<file path="src/design/mpsf_pkg.sv">
// mpsf_pkg: shared types and constants of the multichannel periodic sample fifo
// used by mpsf_ctrl, mpsf_datapath and the top level; depends on nothing

package mpsf_pkg;

  // item field widths
  localparam int CMD_W      = 2;
  localparam int CHAN_W     = 3;
  localparam int WORD_W     = 32;
  localparam int TIME_W     = 32;
  localparam int PERIOD_W   = 31;
  localparam int FILL_W     = 7;
  localparam int CFG_INDEX_W = 8;
  localparam int CFG_DATA_W = 32;

  // stream widths
  localparam int S_TDATA_W = WORD_W + TIME_W;          // sample_word, now_us
  localparam int S_TUSER_W = CMD_W + CHAN_W;           // command, channel
  localparam int M_TDATA_W = 80;                       // 74 bits used, padded to bytes

  // delta arithmetic width: signed time difference minus a 31-bit remainder
  localparam int DELTA_W = TIME_W + 2;

  // command codes
  localparam logic [CMD_W-1:0] CMD_OFFER = 2'd0;
  localparam logic [CMD_W-1:0] CMD_PULL  = 2'd1;
  localparam logic [CMD_W-1:0] CMD_PEEK  = 2'd2;
  localparam logic [CMD_W-1:0] CMD_QUERY = 2'd3;

  // single precision nan test masks
  localparam logic [WORD_W-1:0] EXP_MASK  = 32'h7F80_0000;
  localparam logic [WORD_W-1:0] MANT_MASK = 32'h007F_FFFF;

  typedef enum logic [1:0] {
    ST_IDLE,
    ST_FETCH,
    ST_DELTA,
    ST_COMMIT
  } state_t;

  // sequencer steps handed to the datapath
  typedef struct packed {
    logic load;
    logic fetch;
    logic delta;
    logic commit;
  } ctrl_cmd_t;

  typedef struct packed {
    logic out_busy;
  } dp_status_t;

  function automatic logic word_is_nan(input logic [WORD_W-1:0] w);
    return ((w & EXP_MASK) == EXP_MASK) && ((w & MANT_MASK) != '0);
  endfunction

endpackage

</file>
<file path="src/design/mpsf_ctrl.sv">
// mpsf_ctrl: sequencer of the sample fifo, one item at a time
// steps load, fetch, delta and commit; uses mpsf_pkg

module mpsf_ctrl (
  input  logic                   clk,
  input  logic                   rst,
  input  logic                   s_tvalid,
  output logic                   s_tready,
  input  mpsf_pkg::dp_status_t   status,
  output mpsf_pkg::ctrl_cmd_t    cmd
);
  import mpsf_pkg::*;

  state_t state;
  state_t state_next;

  always_ff @(posedge clk) begin
    if (rst) begin
      state <= ST_IDLE;
    end else begin
      state <= state_next;
    end
  end

  always_comb begin
    state_next = state;
    cmd        = '0;
    s_tready   = 1'b0;
    unique case (state)
      ST_IDLE: begin
        s_tready = 1'b1;
        if (s_tvalid) begin
          cmd.load   = 1'b1;
          state_next = ST_FETCH;
        end
      end
      ST_FETCH: begin
        cmd.fetch  = 1'b1;
        state_next = ST_DELTA;
      end
      ST_DELTA: begin
        cmd.delta  = 1'b1;
        state_next = ST_COMMIT;
      end
      ST_COMMIT: begin
        // hold until the result register can take the new result
        if (!status.out_busy) begin
          cmd.commit = 1'b1;
          state_next = ST_IDLE;
        end
      end
      default: begin
        state_next = ST_IDLE;
      end
    endcase
  end

endmodule

</file>
<file path="config.mk">
export PLATFORM = sky130hd
export DESIGN_NAME = mpsf_ctrl
export DESIGN_NICKNAME = d
export VERILOG_FILES = /design/src/design/mpsf_pkg.sv /design/src/design/mpsf_ctrl.sv
export SDC_FILE = /design/constraint.sdc
export NUM_CORES = 1
export LEC_CHECK = 0
export BUFFER_PORTS_ARGS = -buffer_cell sky130_fd_sc_hd__buf_4
export CORE_AREA = 5 5 42 44
export CTS_CLUSTER_DIAMETER = 100
export DETAILED_ROUTE_END_ITERATION = 10
export DIE_AREA = 0 0 47 49
export PLACE_DENSITY = 0.3
export SLEW_MARGIN = 10
export SYNTH_ARGS = -nofsm -noshare
export SYNTH_HDL_FRONTEND = slang
export SYNTH_SLANG_ARGS = --single-unit
</file>
<file path="constraint.sdc">
create_clock -name clk -period 2.9 [get_ports clk]
set_input_delay 0.435 -clock clk [delete_from_list [all_inputs] [get_ports clk]]
set_output_delay 0.435 -clock clk [all_outputs]
set_load 0.05 [all_outputs]
</file>
==> summary.md, run 1 <==
| Metric | Value |
|---|---|
| Area leader, netlist | `ha_1` |
| Setup Viol. Count Final | `0` |
| WP buf/inv | `2` |
| CP delay by family, top | `flip-flops` |
| CTS Buf Count | `3` |
| Slowest stage delay, CP | `0.36 ns` |
| Worst Max-Slew Pin Slew | `0.201 ns` |
| Mapped Nets | `26` |
| Fin. max-slew vios | `0` |
| Setup TNS | `0 ns` |
| Worst path slowest cell | `dfxtp_1` |
| Root Driver | `clkbuf_4` |
| Worst hold path type | `in2reg` |
| Clock Sinks | `2` |
| Drt first pass iters | `1` |
| Post-synthesis cell count | `18` |
| Final worst-path cycle share | `about three fifths` |
| Status | `finished, final reports clean` |
| Avg Synthesized Cell Area | `9.59 um^2` |
| Multi-input gate area | `~120 um^2` |
| Post-CTS sizing | `0` |
| Crit path time final | `~1.7 ns` |
| Row count | `14` |
| Post-synth EDFFs | `0` |
| Detailed-route vias per instance | `around 3.5` |
| Hold violation count in the final report | `0` |
| #FFs+latches synth | `2` |
| Max_cap viols | `0` |
| Share of layout cells above drive strength 1 | `about half` |
| Count leader, synth | `ha_1` |
| Antenna-violating nets left | `0` |
| Gr usage total | `about 5%` |
| Clk pin slew, worst setup/hold paths | `0.03 ns` |
| Longest Clk Path Bufs | `2` |
| Reg area | `~40 um^2` |
| RSZ-0062 raised after global routing | `false` |
| Vias | `about 160` |
| Clock skew | `about 0.00097 ns` |
| Vias in the first global route | `between 150 and 200` |
| Top-area cell type share of the netlist area | `between 20% and 30%` |
| 1st-iter DRT viols | `0` |
| WP data arrival | `1.29 ns` |
| Boundary pin count | `9` |
| CP Class | `reg2out` |
| # port buffers | `8` |
| Largest register FFs | `2` |
| Nets | `39` |
| Mapped Area | `173 um^2` |
| Grt total ovfl | `0` |
| Final-layout fill cell count | `165` |
| Top post-synthesis cells by count | `ha_1 (4), inv_1 (3), dfxtp_1 (2)` |
| Largest net degree at the start of global routing | `5` |
| Synth Flop Type | `dfxtp_1` |
| # hold bufs at CTS | `0` |
| ANT cells | `0` |
| Max_slew headroom | `86.5%` |
| Final wirelength | `approximately 380 um` |
| Top Registers | `state x2` |
| Worst Path Required | `2.47 ns` |
| Register area share after synthesis | `23.2%` |
| Synth cell types | `12` |
| CORE AREA | `~1400 um^2` |
| Post-CTS Setup Bufs | `0` |
| Layout area overhead | `59.4%` |
| CP Max Fanout | `4` |
| Initial antenna violation count | `0` |
| Die X | `47 um` |
| Synth area leaders | `ha_1 (29%), dfxtp_1 (23%), nand2b_4 (8.0%)` |
| Yosys warning total | `0` |
| Worst-skew pair later-pin latency | `roughly 0.22 ns` |
| Startpoint types | `register` |
| Per-cell routed wire length | `~8.5 um` |
| Residual DRC | `0` |
| H-tree levels | `1` |
| First-pass GRT wire length | `between 700 and 800 um` |
| Die Height | `roughly 50 um` |
| Die area | `2300 um^2` |
| Initial Util | `about an eighth` |
| Ys async rst share | `0%` |
| CTS tree | `built` |
| Critical Path End Type | `output pin` |
| Critical-path cell list | `inv_1, ha_1, and2_2, buf_4` |
| GPL Wtd Cong | `0.646` |
| Peak Freq | `579 MHz` |
| Most flop-heavy register | `state` |
[final cells by class]
class | instances | area share (%)
Tap cell | 16 | 7.27
Timing Repair Buffer | 8 | 21.8
Sequential cell | 2 | 14.5
Clock buffer | 3 | 8.18
Inverter | 3 | 4.09
Multi-Input combinational cell | 13 | 44.1
[stage by stage]
step           hold WS [ns]  worst slack, ns  util (%)  cell area [um^2]  cells
5_1_grt               0.408             1.09      19.6               275     45
6_report              0.402             1.17      19.6               275     45
3_5_place_dp          0.548             1.41      18.0               253     42
4_1_cts               0.391             1.16      19.6               275     45
2_1_floorplan         0.508             1.09         -               173     18
3_3_place_gp          0.546             1.41      18.0               253     42
[worst register-to-register path: cells and delay by family, from the launching register on]
family / cells / cell delay [ns]
buf+inv: 1 / 0.08
flops: 1 / 0.36
compound gates: 2 / 0.28
simple gates: 1 / 0.10
fa+ha+maj: 1 / 0.26
[per-layer routing]
layer | vias to the layer above | global-route usage, % | share of wire (%)
met5 | - | 0 | 0
met4 | 0 | 6.91 | 3.7
met3 | 2 | 1.11 | 9.7
met2 | 7 | 6.56 | 48
met1 | 67 | 5.25 | 38
li1 | 82 | - | -
[path summary, 6_finish.rpt]
kind / startpoint / endpoint / slack (ns) / cells after the start
hold / removal: rst / state[0] / 0.40 / 2
setup / recovery: state[0] / cmd[3] / 1.17 / 4
hold reg to reg: state[0] / state[0] / 0.56 / 2
setup reg to reg: state[0] / state[1] / 1.70 / 5
[cell usage in the layout, fill, tap and decap left out, drive strengths merged]
cell,synthesis,routed
nand2,1,1
dfxtp,2,2
buf,0,8
inv,3,3
a21oi,1,1
nand2b,1,1
nor2b,1,1
nor2,1,1
a211oi,2,2
and2,1,1
clkbuf,0,3
a41o,1,1
ha,4,4
[logic make-up after synthesis]
kind of cell / Yosys count / share of synthesized area, %
AO/OA/AOI/OAI: 4 / 21.0
AND/OR/NAND/NOR: 5 / 20.3
flip-flops: 2 / 23.2
adder cells (fa/ha/maj): 4 / 29.0
buffers and inverters: 3 / 6.52
Power of run 1 is not shown: default switching activity piles up to over one toggle a cycle in this logic, so the estimate is an artifact.
==> run 2: changes to the inputs <==
--- a/config.mk
+++ b/config.mk
@@ -5,12 +5,13 @@
 export SDC_FILE = /design/constraint.sdc
 export NUM_CORES = 1
 export LEC_CHECK = 0
+export ABC_AREA = 1
 export BUFFER_PORTS_ARGS = -buffer_cell sky130_fd_sc_hd__buf_4
 export CORE_AREA = 5 5 42 44
 export CTS_CLUSTER_DIAMETER = 100
 export DETAILED_ROUTE_END_ITERATION = 10
 export DIE_AREA = 0 0 47 49
-export PLACE_DENSITY = 0.3
+export PLACE_DENSITY = 0.31
 export SLEW_MARGIN = 10
 export SYNTH_ARGS = -nofsm -noshare
 export SYNTH_HDL_FRONTEND = slang
==> constraint.sdc (replaced) <==
create_clock -name clk -period 1.5 [get_ports clk]
set_input_delay 0.225 -clock clk [delete_from_list [all_inputs] [get_ports clk]]
set_output_delay 0.225 -clock clk [all_outputs]
set_load 0.05 [all_outputs]
==> summary.md, run 2 <==
| Metric | Value |
|---|---|
| Largest register FFs | `2` |
| Worst reg2reg path endpoint | `state[1]` |
| Slowest stage delay, CP | `0.37 ns` |
| WP data arrival | `about 1.2 ns` |
| Crit path time final | `roughly 1.4 ns` |
| Commonest non-fill, non-tap cell in the layout | `buf_4` |
| Setup Viol. Count Final | `0` |
| Ys async rst share | `0%` |
| Boundary pin count | `9` |
| Final-layout fill cell count | `173` |
| Clock Sinks | `2` |
| Worst-skew pair later-pin latency | `between 0.2 and 0.25 ns` |
| Drt first pass iters | `1` |
| Die X | `around 47 um` |
| Synth Flop Type | `dfxtp_1` |
| Largest net degree at the start of global routing | `5` |
| Row count | `14` |
| Worst Hold End | `state[1]` |
| CORE AREA | `between 1000 and 1500 um^2` |
| Post-CTS sizing | `0` |
| Layout area overhead | `60.4%` |
| Hold Slack | `0.251 ns` |
| Gr usage total | `approximately 4.0%` |
| CP Max Fanout | `4` |
| Worst Max-Slew Pin Slew | `roughly 0.14 ns` |
| # port buffers | `8` |
| Initial antenna violation count | `0` |
| # hold bufs at CTS | `0` |
| Antenna-violating nets left | `0` |
| Post-synth EDFFs | `0` |
| Worst VDD drop | `around 0.00050 V` |
| Lkg Pwr | `about 0.16 nW` |
| RSZ-0062 raised after global routing | `false` |
| Die area | `2300 um^2` |
| Vias | `182` |
| Commonest non-fill, non-tap cells in the layout | `buf_4 (8), inv_1 (7), nor2_1 (4), nand2_1 (4)` |
| Longest Clk Path Bufs | `2` |
| Detailed-route vias per instance | `3.43` |
| Setup ws final | `0.126 ns` |
| Vias in the first global route | `197` |
| CTS tree | `built` |
| Max_slew headroom | `between 90% and 100%` |
| Max_cap viols | `0` |
| Top-area cell type share of the netlist area | `between 20 and 30%` |
| Worst hold path type | `in2reg` |
| H-tree levels | `1` |
| Mapped Area | `roughly 170 um^2` |
| Nets | `47` |
| Mapped Nets | `34` |
| Area leader, netlist | `ha_1` |
| Yosys warning total | `0` |
| CTS Buf Count | `3` |
| Hold path start | `rst` |
| Clk pin slew, worst setup/hold paths | `approximately 0.030 ns` |
| DP HPWL | `between 300 and 400 um` |
| Share of layout cells above drive strength 1 | `37.8%` |
| Status | `finished, final reports clean` |
| Synth area leaders | `ha_1 (29%), dfxtp_1 (23%), inv_1 (15%)` |
| Register area share after synthesis | `23.0%` |
| Hold violation count in the final report | `0` |
| Startpoint types | `register` |
| #FFs+latches synth | `2` |
| R2R Setup Slk | `approximately 0.45 ns` |
| Synth cell types | `8` |
| Peak Freq | `728 MHz` |
| Most Frequent Cell on Critical Path | `inv_1` |
| PwrDens | `between 2000 and 2500 nW/um^2` |
| Root Driver | `clkbuf_4` |
| Grt total ovfl | `0` |
| Hold path cells | `4` |
| Top post-synthesis cells by count | `inv_1 (7), ha_1 (4), nand2_1 (4), nor2_1 (4)` |
| First-pass GRT wire length | `~650 um` |
| Total power | `about 0.00066 W` |
| Placement Setup Slack | `0.334 ns` |
| FF-to-FF Start | `state[1]` |
| Post-CTS Setup Bufs | `0` |
| Clock skew | `between 0.002 and 0.003 ns` |
| Setup TNS | `0 ns` |
| Avg Synthesized Cell Area | `around 6.7 um^2` |
| 1st-iter DRT viols | `0` |
| Post-synthesis cell count | `26` |
| Worst Path Required | `1.27 ns` |
| Reg2reg path depth | `6` |
| Most flop-heavy register | `state` |
| CP Class | `reg2out` |
| Initial Util | `12.4%` |
| Critical-path cell list | `inv_1, ha_2, nand2_1, inv_1, buf_4` |
| Cell area after layout | `279 um^2` |
| Die Height | `between 40 and 50 um` |
| Top Registers | `state x2` |
| Per-cell routed wire length | `roughly 7.4 um` |
| Final wirelength | `391 um` |
| GPL Wtd Cong | `0.634` |
| Critical Path End Type | `output pin` |
| ANT cells | `0` |
| Final worst-path cycle share | `about nine tenths` |
| Fin. max-slew vios | `0` |
| Residual DRC | `0` |
| Count leader, synth | `inv_1` |
| Area after DPL | `about 260 um^2` |
| Worst path slowest cell | `dfxtp_1` |
run 2: layout make-up:
cell class,count,area (um^2),area share (%)
Clock buffer,3,22.5,8.07
Inverter,7,26.3,9.42
Multi-Input combinational cell,17,110,39.5
Sequential cell,2,40.0,14.3
Tap cell,16,20.0,7.17
Timing Repair Buffer,8,60.1,21.5
run 2: metrics by stage:
stage | std cells | utilization [%]
CTS | 53 | 19.9
floorplan | 26 | -
global route | 53 | 19.9
global placement | 50 | 18.3
detailed placement | 50 | 18.3
finish | 53 | 19.9
run 2: worst max-delay path by stage:
stage               startpoint     end  slack [ns]  cells past startpoint
global placement      state[0]  cmd[3]        0.35                      5
global route          state[0]  cmd[3]        0.04                      5
finish                state[0]  cmd[3]        0.13                      5
detailed placement    state[0]  cmd[3]        0.33                      5
floorplan             state[0]  cmd[0]        0.06                      3
CTS                   state[0]  cmd[3]        0.09                      5
run 2: cell families (layout without fill, tap and decap cells):
| group | Yosys count | count (layout) | share of synthesized area, % |
|---|---|---|---|
| buf+inv | 7 | 18 | 15.1 |
| flops | 2 | 2 | 23.0 |
| simple gates | 11 | 11 | 27.3 |
| fa+ha+maj | 4 | 4 | 28.8 |
| compound gates | 2 | 2 | 5.76 |
run 2: layer usage:
layer | part of all wire [%] | GRT usage (%)
met3 | 10 | 1.48
met2 | 57 | 6.79
met1 | 32 | 3.06
met5 | 0 | 0
met4 | 0 | 4.15
run 2: where the power goes:
group	internal, W	switching, W
combinational	0.000142	0.000300
sequential	0.0000770	0.0000241
clock	0.0000881	0.0000284
run 2: worst max-delay path, delay by kind of cell (launching register included):
family,cells,cell delay (ns)
fa+ha+maj,1,0.21
flops,1,0.37
simple gates,1,0.06
buf+inv,3,0.29
No activity file was read; power rests on OpenSTA's default activity.
==> run 3: changes to the inputs <==
--- a/config.mk
+++ b/config.mk
@@ -11,8 +11,8 @@
 export CTS_CLUSTER_DIAMETER = 100
 export DETAILED_ROUTE_END_ITERATION = 10
 export DIE_AREA = 0 0 47 49
-export PLACE_DENSITY = 0.31
-export SLEW_MARGIN = 10
+export PLACE_DENSITY = 0.32
+export SLEW_MARGIN = 20
 export SYNTH_ARGS = -nofsm -noshare
 export SYNTH_HDL_FRONTEND = slang
 export SYNTH_SLANG_ARGS = --single-unit
==> summary.md, run 3 (synthesized netlist as in run 2, its figures left out) <==
| Metric | Value |
|---|---|
| Longest Clk Path Bufs | `2` |
| Top Registers | `state x2` |
| Max_cap viols | `0` |
| CP Max Fanout | `4` |
| Largest register FFs | `2` |
| Post-CTS sizing | `0` |
| Worst hold path type | `in2reg` |
| Status | `finished, final reports clean` |
| Clock Sinks | `2` |
| Commonest non-fill, non-tap cell in the layout | `buf_4` |
| Row count | `14` |
| CTS tree | `built` |
| Share of layout cells above drive strength 1 | `37.8%` |
| Setup Viol. Count Final | `0` |
| Reg2reg path depth | `6` |
| FF-to-FF Start | `state[1]` |
| CORE AREA | `1400 um^2` |
| First-pass GRT wire length | `676 um` |
| Worst-skew pair later-pin latency | `around 0.22 ns` |
| Non-Filler Instances | `53` |
| Grt total ovfl | `0` |
| Critical Path End Type | `output pin` |
| Total power | `0.000662 W` |
| Post-Place Cells | `50` |
| Layout area overhead | `60.4%` |
| ANT cells | `0` |
| CTS Buf Count | `3` |
| Drt first pass iters | `2` |
| Clk pin slew, worst setup/hold paths | `0.03 ns` |
| Die X | `roughly 47 um` |
| Initial antenna violation count | `0` |
| Hold path cells | `4` |
| DP HPWL | `~300 um` |
| RSZ-0062 raised after global routing | `false` |
| Crit path time final | `roughly 1.4 ns` |
| # port buffers | `8` |
| CP Class | `reg2out` |
| Vias | `about 180` |
| Detailed-route vias per instance | `approximately 3.3` |
| 1st-iter DRT viols | `1` |
| Setup ws final | `0.124 ns` |
| Initial Util | `roughly an eighth` |
| Largest net degree at the start of global routing | `5` |
| Final wirelength | `around 360 um` |
| Worst Max-Slew Pin Slew | `0.150 ns` |
| Setup TNS | `0 ns` |
| Hold Slack | `0.250 ns` |
| Nets | `47` |
| Residual DRC | `0` |
| Die Height | `49 um` |
| Fin. max-slew vios | `0` |
| Antenna-violating nets left | `0` |
| Startpoint types | `register` |
| Most flop-heavy register | `state` |
| PwrDens | `about 2400 nW/um^2` |
| Worst Hold End | `state[1]` |
| Post-CTS Setup Bufs | `0` |
| Boundary pin count | `9` |
| Worst reg2reg path endpoint | `state[1]` |
| Hold violation count in the final report | `0` |
| Final worst-path cycle share | `between 90% and 100%` |
| R2R Setup Slk | `0.45 ns` |
| Vias in the first global route | `~180` |
| # hold bufs at CTS | `0` |
| GPL Wtd Cong | `~0.67` |
| Root Driver | `clkbuf_4` |
| Hold path start | `rst` |
| Max_slew headroom | `approximately nine tenths` |
| Worst Path Required | `roughly 1.3 ns` |
| Per-cell routed wire length | `approximately 6.9 um` |
| Placement Setup Slack | `around 0.34 ns` |
| Worst VDD drop | `0.000603 V` |
| Die area | `between 2000 and 2500 um^2` |
| Clock skew | `0.00206 ns` |
| Gr usage total | `approximately 4.4%` |
| Commonest non-fill, non-tap cells in the layout | `buf_4 (8), inv_1 (7), nor2_1 (4), nand2_1 (4)` |
| WP data arrival | `about 1.2 ns` |
| Lkg Pwr | `approximately 0.16 nW` |
| H-tree levels | `1` |
| Peak Freq | `727 MHz` |
==> run 3: cell counts in the layout (fill, tap and decap cells not counted) <==
No cell type changed its count.
==> run 3: critical path, cell delays in order (launching register included) <==
cell and delay [ns]:
dfxtp_1 0.37, inv_1 0.08, ha_2 0.21, nand2_1 0.06, inv_1 0.04, buf_4 0.18
==> run 3: layout make-up <==
cell class	instances	area (um^2)
Fill cell	162	1120
Sequential cell	2	40.0
Multi-Input combinational cell	17	110
Clock buffer	3	22.5
Tap cell	16	20.0
Inverter	7	26.3
Timing Repair Buffer	8	60.1
==> run 3: worst max-delay path by stage <==
| stage | slack (ns) | cells past startpoint | from | endpoint |
|---|---|---|---|---|
| global route | 0.02 | 5 | state[1] | cmd[3] |
| detailed placement | 0.34 | 5 | state[0] | cmd[3] |
| global placement | 0.34 | 5 | state[0] | cmd[3] |
| CTS | 0.10 | 5 | state[0] | cmd[3] |
| floorplan | 0.06 | 3 | state[0] | cmd[0] |
| finish | 0.12 | 5 | state[0] | cmd[3] |
==> run 3: stage by stage <==
| stage | util, % | cell area [um^2] |
|---|---|---|
| floorplan | - | 176 |
| global placement | 18.3 | 256 |
| detailed placement | 18.3 | 256 |
| CTS | 19.9 | 279 |
| global route | 19.9 | 279 |
| finish | 19.9 | 279 |
==> run 3: routing by layer <==
layer | part of all wire, % | wire [um] | vias up | GRT usage, %
met2 | 41 | 149 | 6 | 5.43
met1 | 45 | 164 | 73 | 4.37
met4 | 0 | 0 | 0 | 4.15
li1 | - | - | 97 | -
met5 | 0 | 0 | - | 0
met3 | 14 | 50 | 0 | 3.32
==> run 3: power by group <==
| group | switching (W) | internal [W] |
|---|---|---|
| sequential | 0.0000250 | 0.0000769 |
| clock | 0.0000297 | 0.0000882 |
| combinational | 0.000299 | 0.000143 |
